<file path="src/hw/rtl/psmc_pkg.sv">
`timescale 1ns / 1ps
package psmc_pkg;

  localparam int COORD_BITS = 20;
  localparam int MAX_POINTS = 1024;
  localparam int CNT_W      = $clog2(MAX_POINTS + 1);
  localparam int SUM_W      = COORD_BITS + $clog2(MAX_POINTS);
  localparam int PRD_W      = 2 * COORD_BITS;
  localparam int PSUM_W     = PRD_W + $clog2(MAX_POINTS);
  localparam int LO_W       = PSUM_W / 2;
  localparam int HI_W       = PSUM_W - LO_W;
  localparam int NUM_W      = CNT_W + PSUM_W;
  localparam int DIV_W      = 2 * CNT_W;
  localparam int DCNT_W     = $clog2(NUM_W);
  localparam int MEAN_W     = COORD_BITS;
  localparam int COV_W      = 2 * COORD_BITS;
  localparam int NUM_MEAN   = 3;
  localparam int NUM_COV    = 6;
  localparam int NUM_RES    = NUM_MEAN + NUM_COV;
  localparam int IDX_W      = $clog2(NUM_RES);
  localparam int QDEPTH     = 2;
  localparam int QPTR_W     = $clog2(QDEPTH);
  localparam int QCNT_W     = $clog2(QDEPTH + 1);

  typedef struct packed {
    logic signed [COORD_BITS-1:0] coord_x;
    logic signed [COORD_BITS-1:0] coord_y;
    logic signed [COORD_BITS-1:0] coord_z;
    logic                         last_point;
  } point_t;

  typedef struct packed {
    logic signed [MEAN_W-1:0] mean_x;
    logic signed [MEAN_W-1:0] mean_y;
    logic signed [MEAN_W-1:0] mean_z;
    logic signed [COV_W-1:0]  cov_xx;
    logic signed [COV_W-1:0]  cov_xy;
    logic signed [COV_W-1:0]  cov_xz;
    logic signed [COV_W-1:0]  cov_yy;
    logic signed [COV_W-1:0]  cov_yz;
    logic signed [COV_W-1:0]  cov_zz;
    logic [CNT_W-1:0]         num_points;
    logic                     overflow;
  } result_t;

  // Totals of one closed set, handed from front to back.
  typedef struct packed {
    logic [CNT_W-1:0]                       count;
    logic                                   dropped;
    logic [NUM_MEAN-1:0][SUM_W-1:0]         sum;
    logic [NUM_COV-1:0][PSUM_W-1:0]         psum;
  } set_t;

  typedef enum logic [2:0] {
    BK_IDLE,
    BK_MUL,
    BK_NUM,
    BK_GO,
    BK_DIV,
    BK_OUT
  } back_state_e;

  // First and second axis of each second-moment term: xx xy xz yy yz zz.
  function automatic logic [1:0] axis_a(input logic [2:0] k);
    logic [1:0] r;
    case (k)
      3'd0, 3'd1, 3'd2: r = 2'd0;
      3'd3, 3'd4:       r = 2'd1;
      3'd5:             r = 2'd2;
      default:          r = 2'd0;
    endcase
    return r;
  endfunction

  function automatic logic [1:0] axis_b(input logic [2:0] k);
    logic [1:0] r;
    case (k)
      3'd0:       r = 2'd0;
      3'd1, 3'd3: r = 2'd1;
      3'd2, 3'd4: r = 2'd2;
      3'd5:       r = 2'd2;
      default:    r = 2'd0;
    endcase
    return r;
  endfunction

endpackage

</file>
<file path="src/hw/rtl/psmc_queue.sv">
`timescale 1ns / 1ps
module psmc_queue import psmc_pkg::*; (
  input  logic clk_i,
  input  logic rst_ni,
  input  logic push_i,
  input  set_t data_i,
  output logic full_o,
  input  logic pop_i,
  output logic valid_o,
  output set_t data_o
);

  set_t              mem_q [QDEPTH];
  logic [QPTR_W-1:0] wp_q;
  logic [QPTR_W-1:0] rp_q;
  logic [QCNT_W-1:0] cnt_q;

  assign full_o  = cnt_q == QCNT_W'(QDEPTH);
  assign valid_o = cnt_q != '0;
  assign data_o  = mem_q[rp_q];

  always_ff @(posedge clk_i) begin
    if (push_i) mem_q[wp_q] <= data_i;
  end

  always_ff @(posedge clk_i or negedge rst_ni) begin
    if (!rst_ni) begin
      wp_q  <= '0;
      rp_q  <= '0;
      cnt_q <= '0;
    end else begin
      if (push_i) wp_q <= wp_q + QPTR_W'(1);
      if (pop_i) rp_q <= rp_q + QPTR_W'(1);
      if (push_i && !pop_i) begin
        cnt_q <= cnt_q + QCNT_W'(1);
      end else if (pop_i && !push_i) begin
        cnt_q <= cnt_q - QCNT_W'(1);
      end
    end
  end

endmodule

</file>
<file path="config.mk">
export PLATFORM = sky130hd
export DESIGN_NAME = psmc_queue
export DESIGN_NICKNAME = d
export VERILOG_FILES = /design/src/hw/rtl/psmc_pkg.sv /design/src/hw/rtl/psmc_queue.sv
export SDC_FILE = /design/constraint.sdc
export NUM_CORES = 1
export LEC_CHECK = 0
export BUFFER_PORTS_ARGS = -buffer_cell sky130_fd_sc_hd__buf_2
export CAP_MARGIN = 20
export CORE_AREA = 5 5 312 314
export DETAILED_ROUTE_END_ITERATION = 10
export DIE_AREA = 0 0 317 319
export PLACE_DENSITY = 0.6
export SYNTH_ARGS = -nofsm -noshare
export SYNTH_HDL_FRONTEND = slang
export SYNTH_SLANG_ARGS = --single-unit
</file>
<file path="constraint.sdc">
create_clock -name clk_i -period 23.1 [get_ports clk_i]
set_clock_uncertainty 0.05 [all_clocks]
set_input_delay 2.31 -clock clk_i [delete_from_list [all_inputs] [get_ports clk_i]]
set_output_delay 2.31 -clock clk_i [all_outputs]
set_load 0.05 [all_outputs]
</file>
==> summary.md <==
| Metric | Value |
|---|---|
| Final cell area excluding filler cells | 38800 um2 |
| Clock sink count | 808 |
| IO Pins | 810 |
| Mapped Nets | 1674 |
| Share of the synthesized area in the top cell type | 0.784 |
| DP HPWL | 52300 um |
| Die Height | 319 um |
| Outcome | finished clean |
| Most frequent cells in the layout | buf_2, edfxtp_1, mux2_4, clkbuf_16, mux2_2 |
| Fin util | 0.411 |
| Core Area | 94300 um2 |
| Power share of the clock group | 0.226 |
| Vias in the first global route | 16400 |
| Hold Path Class | reg2reg |
| Worst skew pair latency | 0.63 ns |
| Top layer in use | met5 |
| Crit path to | data_o[355] |
| Share of post-route cells with drive strength above 1 | 0.613 |
| Commonest non-fill, non-tap cell in the layout | buf_2 |
| Initial Util | 0.327 |
| Routed wl met3 | 8140 um |
| Max Clk Rate | 0.137 GHz |
| Synth Area per Inst | 24.3 um2 |
| Layout fillers | 8490 |
| Largest net degree at the start of global routing | 159 |
| First-pass GRT wire length | 104000 um |
| CTS Buf Count | 83 |
| Vias | 15100 |
| Synth top area cells | edfxtp_1, mux2_4, mux2_2 |
| Flops & latches, synth | 808 |
| Synth area leader | edfxtp_1 |
| Area Growth Syn to Fin | 25.9% |
| Pwr Total | 5.76 mW |
| Setup_tns | 0 ns |
| Post-CTS Setup Bufs | 0 |
| Hold buffer count at CTS | 0 |
| Yosys warns | 0 |
| PwrDens | 149 nW/um2 |
| Remaining DRCs | 0 |
| H-Tree Depth | 3 |
| Die area | 101000 um2 |
| GPL Wtd Cong | 0.813 |
| Critical path capture point type | primary output |
| Leakage | 15.4 nW |
| Total GRT Usage | 0.136 |
| Fin Hold WS | 0.449 ns |
| Post-synthesis cell type count | 16 |
| Final Max Tran Viols | 0 |
| Post-synthesis sequential area ratio | 0.787 |
| Drt first pass iters | 4 |
| RSZ-0062 raised after global routing | no |
| Worst reg2reg startpoint | wp_q |
| Fin crit period | 7.32 ns |
| Port buffer count | 809 |
| CP startpoint kind | register |
| Power share of the combinational group | 0.419 |
| Sw Pwr | 2.31 mW |
| Fin nets | 2539 |
| Initial antenna violation count | 50 |
| Crit Path Category | reg2out |
| Sw Ratio | 0.400 |
| Clock Path Buffers | 3 |
| M1 wire length | 25100 um |
| Cells after Synth | 1267 |
| GRT Residual Overflow | 0 |
| Crit. Startpoint | rp_q |
| Reg2reg end | mem_q[1][291] |
| Resized cells post-CTS | 0 |
| Final WL | 72400 um |
| Max cap viols | 0 |
| Met2 wire length | 36700 um |
| Avg WL per Cell | 20.8 um |
| Synth Cell Area | 30800 um2 |
| Vias per cell | 4.34 |
| R2r setup slk | 18.87 ns |
| Final Cycle Share | 0.317 |
| VDD IR max | 108 uV |
| Initial DRC count | 1058 |
| Reg power frac | 0.355 |
| Routed Antenna Nets | 0 |
| Final Hold Fails | 0 |
| CTS tree | done |
| Cell-internal power | 3.46 mW |
| Cells on worst reg2reg path | 4 |
| Slew margin rel. | 0.245 |
| Root buffer cell | clkbuf_16 |
| DIE WIDTH | 317 um |
| CTS clk-pin slew, worst paths | 0.06 ns |
| Area after DPL | 36000 um2 |
| Worst-Margin Slew | 1.13 ns |
| Num rows | 113 |
| Required @ worst endpoint | 20.74 ns |
| Maximum fanout along the worst path | 59 |
| Final setup viols | 0 |
| CP arrival | 4.96 ns |
==> how the worst min path moves through the flow <==
stage / start / end / slack [ns] / cells after the start
floorplan: cnt_q[1] / cnt_q[1] / 0.40 / 1
global placement: cnt_q[1] / cnt_q[1] / 0.42 / 1
detailed placement: cnt_q[1] / cnt_q[1] / 0.44 / 1
CTS: cnt_q[1] / cnt_q[1] / 0.45 / 1
global route: cnt_q[1] / cnt_q[1] / 0.47 / 1
finish: cnt_q[1] / cnt_q[1] / 0.45 / 1
==> cell usage after synthesis <==
master	number
xor2_1	4
or2_2	1
nor2_1	1
buf_6	29
nor2b_1	2
inv_1	1
buf_2	3
ha_1	1
xnor2_1	1
mux2_2	32
buf_12	2
buf_8	11
and2_1	1
edfxtp_1	804
mux2_4	370
dfrtp_1	4
==> power groups by stage <==
stage	Combinational (mW)	Sequential, mW	Clock, mW
floorplan	2.03	2.20	0
global placement	2.43	2.07	0
detailed placement	2.44	2.08	0
CTS	2.45	2.05	1.34
global route	2.51	2.07	1.41
finish	2.41	2.05	1.30
==> state kept, by name, indices dropped and copies added (netlist names) <==
register,flops
mem_q,804
cnt_q,2
rp_q,1
wp_q,1
==> cell families (layout without fill, tap and decap cells) <==
group,after synthesis,in the layout,share of synthesized area
XOR/XNOR,5,5,0.00142
adder cells (fa/ha/maj),1,1,0.000406
buffers and inverters,46,976,0.0179
flip-flops,808,808,0.787
multiplexers,402,402,0.192
other,0,28,0
AND/OR/NAND/NOR,5,5,0.000935
==> through the flow <==
| step | worst slack, ns | std cells |
|---|---|---|
| after global placement | 16.53 | 3312 |
| after CTS | 15.70 | 3462 |
| after global routing | 15.54 | 3479 |
| after detailed placement | 16.43 | 3312 |
| after floorplan | 2.26 | 1267 |
| final | 15.78 | 3490 |
==> cell type report <==
type                    count  area, um2  share of cell area
flip-flops and latches    808      24200               0.625
multi-input cells         413       6010               0.155
repair buffers            825       4190               0.108
clock buffers             103       2240              0.0577
well taps                1265       1580              0.0408
clock inverters            47        437              0.0113
diodes                     28       70.1             0.00181
inverters                   1       3.75           0.0000968
==> worst max-delay path, stage by stage, from the launching register on <==
cell and delay [ns]:
dfrtp_4 1.07, buf_4 0.88, buf_4 0.73, buf_4 0.89, mux2_4 0.36, buf_2 0.21
==> metal layers <==
layer  track usage  up-vias
met3        0.0633      159
met2         0.238      667
li1              -     6851
met1         0.140     7430
met4        0.0549       32
met5             0        -
Power figures use the tool's default switching activity.
