===== src/hw/rtl/psmc_pkg.sv =====
`timescale 1ns / 1ps
package psmc_pkg;

  localparam int COORD_BITS = 20;
  localparam int MAX_POINTS = 1024;
  localparam int CNT_W      = $clog2(MAX_POINTS + 1);
  localparam int SUM_W      = COORD_BITS + $clog2(MAX_POINTS);
  localparam int PRD_W      = 2 * COORD_BITS;
  localparam int PSUM_W     = PRD_W + $clog2(MAX_POINTS);
  localparam int LO_W       = PSUM_W / 2;
  localparam int HI_W       = PSUM_W - LO_W;
  localparam int NUM_W      = CNT_W + PSUM_W;
  localparam int DIV_W      = 2 * CNT_W;
  localparam int DCNT_W     = $clog2(NUM_W);
  localparam int MEAN_W     = COORD_BITS;
  localparam int COV_W      = 2 * COORD_BITS;
  localparam int NUM_MEAN   = 3;
  localparam int NUM_COV    = 6;
  localparam int NUM_RES    = NUM_MEAN + NUM_COV;
  localparam int IDX_W      = $clog2(NUM_RES);
  localparam int QDEPTH     = 2;
  localparam int QPTR_W     = $clog2(QDEPTH);
  localparam int QCNT_W     = $clog2(QDEPTH + 1);

  typedef struct packed {
    logic signed [COORD_BITS-1:0] coord_x;
    logic signed [COORD_BITS-1:0] coord_y;
    logic signed [COORD_BITS-1:0] coord_z;
    logic                         last_point;
  } point_t;

  typedef struct packed {
    logic signed [MEAN_W-1:0] mean_x;
    logic signed [MEAN_W-1:0] mean_y;
    logic signed [MEAN_W-1:0] mean_z;
    logic signed [COV_W-1:0]  cov_xx;
    logic signed [COV_W-1:0]  cov_xy;
    logic signed [COV_W-1:0]  cov_xz;
    logic signed [COV_W-1:0]  cov_yy;
    logic signed [COV_W-1:0]  cov_yz;
    logic signed [COV_W-1:0]  cov_zz;
    logic [CNT_W-1:0]         num_points;
    logic                     overflow;
  } result_t;

  // Totals of one closed set, handed from front to back.
  typedef struct packed {
    logic [CNT_W-1:0]                       count;
    logic                                   dropped;
    logic [NUM_MEAN-1:0][SUM_W-1:0]         sum;
    logic [NUM_COV-1:0][PSUM_W-1:0]         psum;
  } set_t;

  typedef enum logic [2:0] {
    BK_IDLE,
    BK_MUL,
    BK_NUM,
    BK_GO,
    BK_DIV,
    BK_OUT
  } back_state_e;

  // First and second axis of each second-moment term: xx xy xz yy yz zz.
  function automatic logic [1:0] axis_a(input logic [2:0] k);
    logic [1:0] r;
    case (k)
      3'd0, 3'd1, 3'd2: r = 2'd0;
      3'd3, 3'd4:       r = 2'd1;
      3'd5:             r = 2'd2;
      default:          r = 2'd0;
    endcase
    return r;
  endfunction

  function automatic logic [1:0] axis_b(input logic [2:0] k);
    logic [1:0] r;
    case (k)
      3'd0:       r = 2'd0;
      3'd1, 3'd3: r = 2'd1;
      3'd2, 3'd4: r = 2'd2;
      3'd5:       r = 2'd2;
      default:    r = 2'd0;
    endcase
    return r;
  endfunction

endpackage


===== src/hw/rtl/psmc_div.sv =====
`timescale 1ns / 1ps
module psmc_div import psmc_pkg::*; (
  input  logic                    clk_i,
  input  logic                    rst_ni,
  input  logic                    start_i,
  input  logic signed [NUM_W-1:0] dividend_i,
  input  logic [DIV_W-1:0]        divisor_i,
  output logic                    done_o,
  output logic signed [NUM_W-1:0] quot_o
);

  logic              busy_q;
  logic              done_q;
  logic              neg_q;
  logic [DCNT_W-1:0] cnt_q;
  logic [NUM_W-1:0]  quo_q;
  logic [DIV_W-1:0]  rem_q;
  logic [DIV_W-1:0]  div_q;
  logic [DIV_W:0]    trial;
  logic [DIV_W:0]    diff;
  logic              ge;

  // One quotient bit per cycle, restoring, on magnitudes.
  assign trial  = {rem_q, quo_q[NUM_W-1]};
  assign diff   = trial - {1'b0, div_q};
  assign ge     = trial >= {1'b0, div_q};
  assign done_o = done_q;
  assign quot_o = neg_q ? -$signed(quo_q) : $signed(quo_q);

  always_ff @(posedge clk_i or negedge rst_ni) begin
    if (!rst_ni) begin
      busy_q <= 1'b0;
      done_q <= 1'b0;
      cnt_q  <= '0;
    end else begin
      done_q <= 1'b0;
      if (start_i) begin
        busy_q <= 1'b1;
        cnt_q  <= DCNT_W'(NUM_W - 1);
      end else if (busy_q) begin
        if (cnt_q == '0) begin
          busy_q <= 1'b0;
          done_q <= 1'b1;
        end else begin
          cnt_q <= cnt_q - DCNT_W'(1);
        end
      end
    end
  end

  always_ff @(posedge clk_i) begin
    if (start_i) begin
      neg_q <= dividend_i[NUM_W-1];
      quo_q <= dividend_i[NUM_W-1] ? NUM_W'(-dividend_i) : NUM_W'(dividend_i);
      rem_q <= '0;
      div_q <= divisor_i;
    end else if (busy_q) begin
      rem_q <= ge ? diff[DIV_W-1:0] : trial[DIV_W-1:0];
      quo_q <= {quo_q[NUM_W-2:0], ge};
    end
  end

endmodule


===== config.mk =====
export PLATFORM = sky130hd
export DESIGN_NAME = psmc_div
export DESIGN_NICKNAME = d
export VERILOG_FILES = /design/src/hw/rtl/psmc_pkg.sv /design/src/hw/rtl/psmc_div.sv
export SDC_FILE = /design/constraint.sdc
export NUM_CORES = 1
export LEC_CHECK = 0
export BUFFER_PORTS_ARGS = -buffer_cell sky130_fd_sc_hd__buf_2
export CAP_MARGIN = 0
export CORE_UTILIZATION = 40
export DETAILED_ROUTE_END_ITERATION = 7
export GPL_ROUTABILITY_DRIVEN = 0
export HOLD_SLACK_MARGIN = 0.15
export PLACE_DENSITY = 0.61
export SYNTH_ARGS = -nofsm -noshare
export SYNTH_HDL_FRONTEND = slang
export SYNTH_SLANG_ARGS = --single-unit

===== constraint.sdc =====
create_clock -name clk_i -period 5.55 [get_ports clk_i]
set_input_delay 1.665 -clock clk_i [delete_from_list [all_inputs] [get_ports clk_i]]
set_output_delay 1.665 -clock clk_i [all_outputs]
set_load 0.1 [all_outputs]

==> summary.txt, run 1 <==
Run status
  – Status: finished, final reports clean

Power and ir drop
  – Pwr dens: 447 mW/mm^2
  – Maximum VDD drop: around 230 uV
  – LEAKAGE: 0.00394 uW

Synth
  – #FFs+latches synth: approximately 110
  – Top cells by area, synth: edfxtp_1 31%, xnor2_1 7.7%, xor2_1 7.0%
  – Post-synthesis cell count: around 880
  – Sequential cell area fraction in the yosys report: 0.387
  – Asr flop ratio synth: 0.0702
  – Mapped Avg Cell Area: between 9 and 10 um^2
  – Top cell type's share of synthesized area: 0.309
  – Main synth FF type: edfxtp_1
  – Syn nets: about 1000
  – Synth cell types: 66
  – EDFF count, synth: 84
  – Post-Syn Area: 0.00817 mm^2
  – Synth area leader: edfxtp_1
  – Yosys warnings: 0

Worst setup path
  – Worst setup SP type: register
  – CP max FO: 5
  – Cells on worst reg2reg path: 11
  – Crit. End Element: output port
  – WP data required: roughly 3.9 ns
  – Worst endpoint data arrival time: 3.70 ns
  – Critical setup path kind: register to output port

Cells and area
  – Fin nets: approximately 1100
  – N_diodes: 0
  – Cell area after layout: about 0.0099 mm^2
  – Area Overhead vs Synth: 20.8%
  – Layout cells sized above 1: 0.203

Timing
  – Worst slew pin tran: roughly 1.1 ns
  – Max_slew headroom: 0.283
  – Fin crit period: approximately 5.4 ns
  – Fmax: between 0.15 and 0.2 GHz
  – Max-slew violation total from the final report: 0
  – Min Hold Slack: approximately 0.5 ns
  – Final setup fails: 0
  – Clock Skew: between 0.008 and 0.009 ns
  – Final period util: 0.966
  – Final hold violations: 0

Place
  – Port bufs: around 150
  – Final HPWL DP: approximately 15 mm
  – Dpl cell area: just over 0.009 mm^2

Route
  – Average wire per standard cell: ~16 um
  – Drt pass-1 iters: 5
  – Detailed Route Iter0 Violations: between 400 and 500
  – Routed via count: between 6000 and 7000
  – DRC viols: 0
  – DR vias/cell: around 5.4
  – Routed WL: between 20 and 25 mm
  – Routed Antenna Nets: 0

Run
  – MaxCap Viol Count: 0

Die
  – Core Box Area: slightly below 0.02 mm^2
  – Die X: approximately 140 um
  – Starting Density: 0.414
  – DIE AREA: around 0.021 mm^2
  – Placement Rows: 51
  – Num ports: between 100 and 150
  – Die height: 145 um

Global route
  – Total grt overflow: 0
  – GRT Total Usage: 0.205
  – Largest net degree at the start of global routing: 95
  – First-pass GRT wire length: 33.3 mm
  – Vias in the first global route: approximately 6600
  – Antenna violations before repair: 0

Clock tree
  – CTS Root Cell: clkbuf_16
  – CTS HTree Levels: 4
  – Worst-Skew Late Latency: 0.41 ns
  – Total clock sinks: about 110
  – CTS tree: done
  – Deepest clock path buffer count: 2
  – Post-CTS Hold Buffers: 0
  – Num CTS Buffers: 17
  – Clock Pin Slew Worst Setup and Hold Paths: 0.06 ns

Worst hold path
  – Hold/Removal Path Class: register to register
  – Hold depth: 2
-- flip-flops by register name (all words and copies together) (netlist names) --
| name | cells |
|---|---|
| done_o | 1 |
| div_q | 22 |
| cnt_q | 6 |
| rem_q | 22 |
| quo_q | 61 |
| neg_q | 1 |
| busy_q | 1 |
-- per-stage QoR --
stage / utilization / cells / total power [uW] / worst slack, ns / TNS (ns)
6_report: 0.500 / 1292 / 4410 / 0.187 / 0
5_1_grt: 0.500 / 1292 / 4640 / -0.00411 / -0.00411
4_1_cts: 0.497 / 1292 / 4420 / 0.0246 / 0
3_5_place_dp: 0.465 / 1260 / 3230 / 0.412 / 0
3_3_place_gp: 0.465 / 1260 / 3220 / 0.410 / 0
2_1_floorplan: - / 884 / 2850 / 0.504 / 0
-- critical path, cell delays in order (launching register included) --
cell and delay [ns]:
edfxtp_1 0.42, or3_1 0.44, or4_1 0.47, or4_1 0.60, or3_1 0.38, o41ai_1 0.33
xnor2_1 0.19, buf_2 0.46
-- cells in the mapped netlist, types with 4 or more instances --
cell type / instances
a211oi_1: 19
a21o_1: 6
a21oi_1: 76
a31oi_1: 4
and3_1: 5
clkbuf_1: 41
dfrtp_1: 8
dfxtp_1: 22
edfxtp_1: 84
ha_1: 26
inv_1: 35
mux2i_1: 20
nand2_1: 53
nand2b_1: 13
nand3_1: 6
nand3b_1: 7
nor2_1: 96
nor2b_1: 4
nor3_1: 6
nor3b_1: 4
nor4_1: 6
o21a_1: 5
o21ai_0: 39
o21ai_1: 9
o31ai_1: 36
o41ai_1: 20
or2_2: 5
or3_1: 21
or4_1: 15
xnor2_1: 72
xor2_1: 65
-- where the power goes --
group          internal (uW)  switching, uW
clock                    790            383
sequential              1080            145
combinational            637           1380
total                   2510           1910
-- metal layers --
metal / wire length (um) / GRT usage / up-vias
li1: - / - / 3510
met1: 9710 / 0.270 / 3281
met2: 9890 / 0.340 / 170
met3: 1060 / 0.0457 / 17
met4: 213 / 0.0515 / 0
met5: 0 / 0 / -
-- timing repair --
| item | in CTS | in global routing |
|---|---|---|
| endpoints found under the setup margin | 2 | 17 |
| setup buffers | 0 | 0 |
| gates resized for setup | 2 | 27 |
-- cell families after synthesis --
| family | after synthesis | share of synthesized area |
|---|---|---|
| compound gates | 238 | 0.189 |
| simple gates | 268 | 0.171 |
| buf+inv | 79 | 0.0371 |
| xor+xnor | 137 | 0.147 |
| flops | 114 | 0.387 |
| mux | 21 | 0.0259 |
| fa+ha+maj | 27 | 0.0423 |
-- layout make-up --
class,count,area [um^2]
Fill cell,1841,9850
Timing Repair Buffer,155,886
Tap cell,265,332
Inverter,35,131
Sequential cell,114,3160
Clock buffer,20,437
Clock inverter,12,188
Multi-Input combinational cell,691,4730
-- worst paths after layout --
kind                            slack, ns         end       from
worst min-delay path                 0.49    rem_q[2]   rem_q[2]
max in group asynchronous            4.26    cnt_q[1]     rst_ni
worst min register to register       0.49    rem_q[2]   rem_q[2]
worst max register to register       1.92    rem_q[0]   div_q[1]
worst max-delay path                 0.19  quot_o[43]  quo_q[29]
min in group asynchronous            1.10    cnt_q[2]     rst_ni
-- cells in the final DEF, fill, tap and decap left out, types with 20 or more instances in the layout --
cell type	Yosys	layout
buf_2	2	132
nor2_1	96	94
edfxtp_1	84	84
a21oi_1	76	76
xnor2_1	72	72
xor2_1	65	65
nand2_1	53	51
o21ai_0	39	39
o31ai_1	36	35
inv_1	35	34
ha_1	26	26
dfxtp_1	22	22
or3_1	21	21
mux2i_1	20	20
Power figures use the tool's default switching activity.
==> inputs of run 2 (changes only) <==
--- a/config.mk
+++ b/config.mk
@@ -5,13 +5,14 @@
 export SDC_FILE = /design/constraint.sdc
 export NUM_CORES = 1
 export LEC_CHECK = 0
+export ABC_AREA = 1
 export BUFFER_PORTS_ARGS = -buffer_cell sky130_fd_sc_hd__buf_2
 export CAP_MARGIN = 0
 export CORE_UTILIZATION = 40
 export DETAILED_ROUTE_END_ITERATION = 7
 export GPL_ROUTABILITY_DRIVEN = 0
 export HOLD_SLACK_MARGIN = 0.15
-export PLACE_DENSITY = 0.61
+export PLACE_DENSITY = 0.59
 export SYNTH_ARGS = -nofsm -noshare
 export SYNTH_HDL_FRONTEND = slang
 export SYNTH_SLANG_ARGS = --single-unit
==> run 2 against run 1 <==
Global-route usage up 5.8 points. Worst setup slack gained 0.76 ns. Flip-flop and latch count did not move. Non-clock buffer count is the same. Clock skew grew 0.0049 ns. Synthesized cell count is 100% higher. Hold slack got worse by 0.014 ns. Sequential power hardly changed. Largest cell class unchanged. Maximum frequency grew 16%.
==> summary.txt, run 2 <==
Worst hold path
  – Worst Hold End: rem_q[21]
  – Hold depth: 2
  – Min-delay src: rem_q[21]
  – Hold/Removal Path Class: register to register

Synth
  – Mapped Avg Cell Area: 6.18 um^2
  – Main synth FF type: edfxtp_1
  – Sequential cell area fraction in the yosys report: 0.290
  – Most common cell in the synthesized netlist: nand2_1
  – Top cells by area, synth: edfxtp_1 23%, nand2_1 23%, nor2_1 8.3%
  – #FFs+latches synth: between 100 and 150
  – Top cell type's share of synthesized area: 0.231
  – Post-synthesis cell count: about 1800
  – Most frequent cells after synthesis: 661 x nand2_1, 241 x nor2_1, 210 x inv_1, 155 x nand3_1, 84 x edfxtp_1
  – EDFF count, synth: 84
  – Yosys warnings: 0
  – Post-Syn Area: about 0.011 mm^2
  – Asr flop ratio synth: 0.0702
  – Synth cell types: 44
  – Syn nets: between 1500 and 2000
  – Synth area leader: edfxtp_1

Die
  – Core Box Area: roughly 0.027 mm^2
  – Num ports: approximately 150
  – Starting Density: 0.407
  – DIE AREA: between 0.02 and 0.03 mm^2
  – Die X: approximately 170 um
  – Die height: between 150 and 200 um
  – Placement Rows: 60

Worst setup path
  – Critical Path, Cell by Cell: nor3_2 > inv_1 > nor2_2 > nand2_1 > nor2_1 > nand2_1 > nand2_1 > xor2_1 > buf_2
  – Crit-path leading delay family: simple AND/OR/NAND/NOR gates
  – CP max stage delay: roughly 0.50 ns
  – Critical setup path kind: register to output port
  – Reg-to-Reg End: quo_q[0]
  – Number of cells on the critical path: 9
  – Flop-to-flop setup slack: between 2 and 3 ns
  – Worst path most repeated cell: nand2_1
  – Cells on worst reg2reg path: 10
  – Worst setup SP type: register
  – Crit. End Element: output port
  – Crit-path slowest cell: buf_2
  – CP max FO: 5
  – WP data required: slightly below 4 ns
  – Worst endpoint data arrival time: between 2 and 3 ns
  – Bufs and invs on worst path: 2
  – Crit Reg-Reg Startpoint: div_q[16]

Cells and area
  – Final core utilization: 0.467
  – Most common cell after layout, fill and taps aside: nand2_1
  – Area Overhead vs Synth: 14.9%
  – Max FFs per register: 61
  – Fin nets: ~2000
  – Commonest cells after routing, fill and taps aside: 661 x nand2_1, 241 x nor2_1, 210 x inv_1
  – Finished Layout Cells: ~2300
  – Layout cells sized above 1: 0.140
  – N_diodes: 0
  – Largest regs: quo_q: 61 flops, div_q: 22 flops, rem_q: 22 flops
  – Reg with most FFs: quo_q

Timing
  – Worst slew pin tran: about 0.95 ns
  – Setup WS post-layout: 0.942 ns
  – Post-route setup TNS: 0 ns
  – Unrepaired setup endpoints after global routing: no
  – Max_slew headroom: 0.367
  – Max-slew violation total from the final report: 0
  – Final hold violations: 0
  – Fmax: roughly 0.22 GHz
  – Final setup fails: 0
  – Final period util: 0.830
  – Fin crit period: about 4.6 ns
  – Clock Skew: 0.0137 ns

Power and ir drop
  – Pwr dens: just under 400 mW/mm^2
  – Comb pwr share: 0.510
  – Net Sw Frac: 0.496
  – Clock power share: 0.241
  – Power, Total: 4850 uW
  – Maximum VDD drop: 200 uV
  – NetSw: approximately 2400 uW
  – Sequential power share: 0.249
  – LEAKAGE: ~0.0061 uW
  – Internal power: between 2000 and 2500 uW

Route
  – DR vias/cell: between 5 and 6
  – Routed WL: 36.6 mm
  – Drt pass-1 iters: 5
  – Routed via count: around 12000
  – Routed Antenna Nets: 0
  – DRC viols: 0
  – Detailed Route Iter0 Violations: about 1000
  – Average wire per standard cell: around 16 um

Global route
  – Largest net degree at the start of global routing: approximately 80
  – Total grt overflow: 0
  – First-pass GRT wire length: around 57 mm
  – Met2 Track Usage GR: 0.431
  – Met3 Track Usage GR: 0.0277
  – Gr busiest metal: met2
  – Antenna violations before repair: 0
  – GR Util met1: 0.353
  – Vias in the first global route: 10702
  – GRT Total Usage: 0.263

Place
  – Worst slack, placed: about 1.5 ns
  – Port bufs: 147
  – Placed Cells: 2223
  – Final HPWL DP: about 29 mm

Clock tree
  – Total clock sinks: between 100 and 150
  – Post-CTS Hold Buffers: 0
  – CTS HTree Levels: 4
  – Worst-Skew Late Latency: around 0.43 ns
  – Post-CTS setup buffers: 0
  – Post-CTS sizing: 0
  – CTS Root Cell: clkbuf_16
  – CTS tree: done
  – Num CTS Buffers: 17
  – Clock Pin Slew Worst Setup and Hold Paths: ~0.060 ns
  – Deepest clock path buffer count: 2

Run status
  – Status: finished, final reports clean

Run
  – MaxCap Viol Count: 0
run 2: cells by family after synthesis:
group	Yosys count	share of synthesized area
AO/OA/AOI/OAI	105	0.0520
XOR/XNOR	84	0.0673
adder cells (fa/ha/maj)	27	0.0316
buffers and inverters	259	0.0945
flip-flops	114	0.290
AND/OR/NAND/NOR	1178	0.465
run 2: power by group through the flow:
stage                     clock network [uW]  registers, uW  logic (uW)
after floorplan                            0           1180        1990
after global placement                     0           1210        2450
after detailed placement                   0           1220        2460
after CTS                               1190           1200        2470
after global routing                    1230           1220        2710
final                                   1170           1210        2480
run 2: how the worst max path moves through the flow:
stage | start | end | slack [ns]
finish | quo_q[2] | quot_o[21] | 0.94
global route | quo_q[3] | quot_o[21] | 0.82
CTS | quo_q[18] | quot_o[36] | 1.02
detailed placement | quo_q[18] | quot_o[36] | 1.48
global placement | quo_q[18] | quot_o[36] | 1.47
floorplan | quo_q[0] | quot_o[26] | 0.50
run 2: metrics by stage:
| stage | hold slack, ns | instance area [um^2] |
|---|---|---|
| floorplan | 0.444 | 10900 |
| global placement | 0.455 | 11900 |
| detailed placement | 0.457 | 11900 |
| CTS | 0.470 | 12600 |
| global route | 0.488 | 12600 |
| finish | 0.475 | 12600 |
run 2: metal layers:
| layer | wire [um] | vias to the layer above |
|---|---|---|
| met4 | 1300 | 0 |
| li1 | - | 5844 |
| met5 | 0 | - |
| met3 | 1960 | 66 |
| met1 | 16600 | 5219 |
| met2 | 16700 | 402 |
run 2: area by class of cell:
type / instances / area [um^2]
multi-input cells: 1394 / 6730
clock inverters: 14 / 164
well taps: 341 / 427
repair buffers: 155 / 796
flip-flops and latches: 114 / 3160
inverters: 219 / 822
fillers: 2884 / 14300
clock buffers: 18 / 450
run 2: tightest hold or removal path: stages (launching register included):
cell and delay [ns]:
dfxtp_1 0.33, nand2_1 0.06, nand2_1 0.04
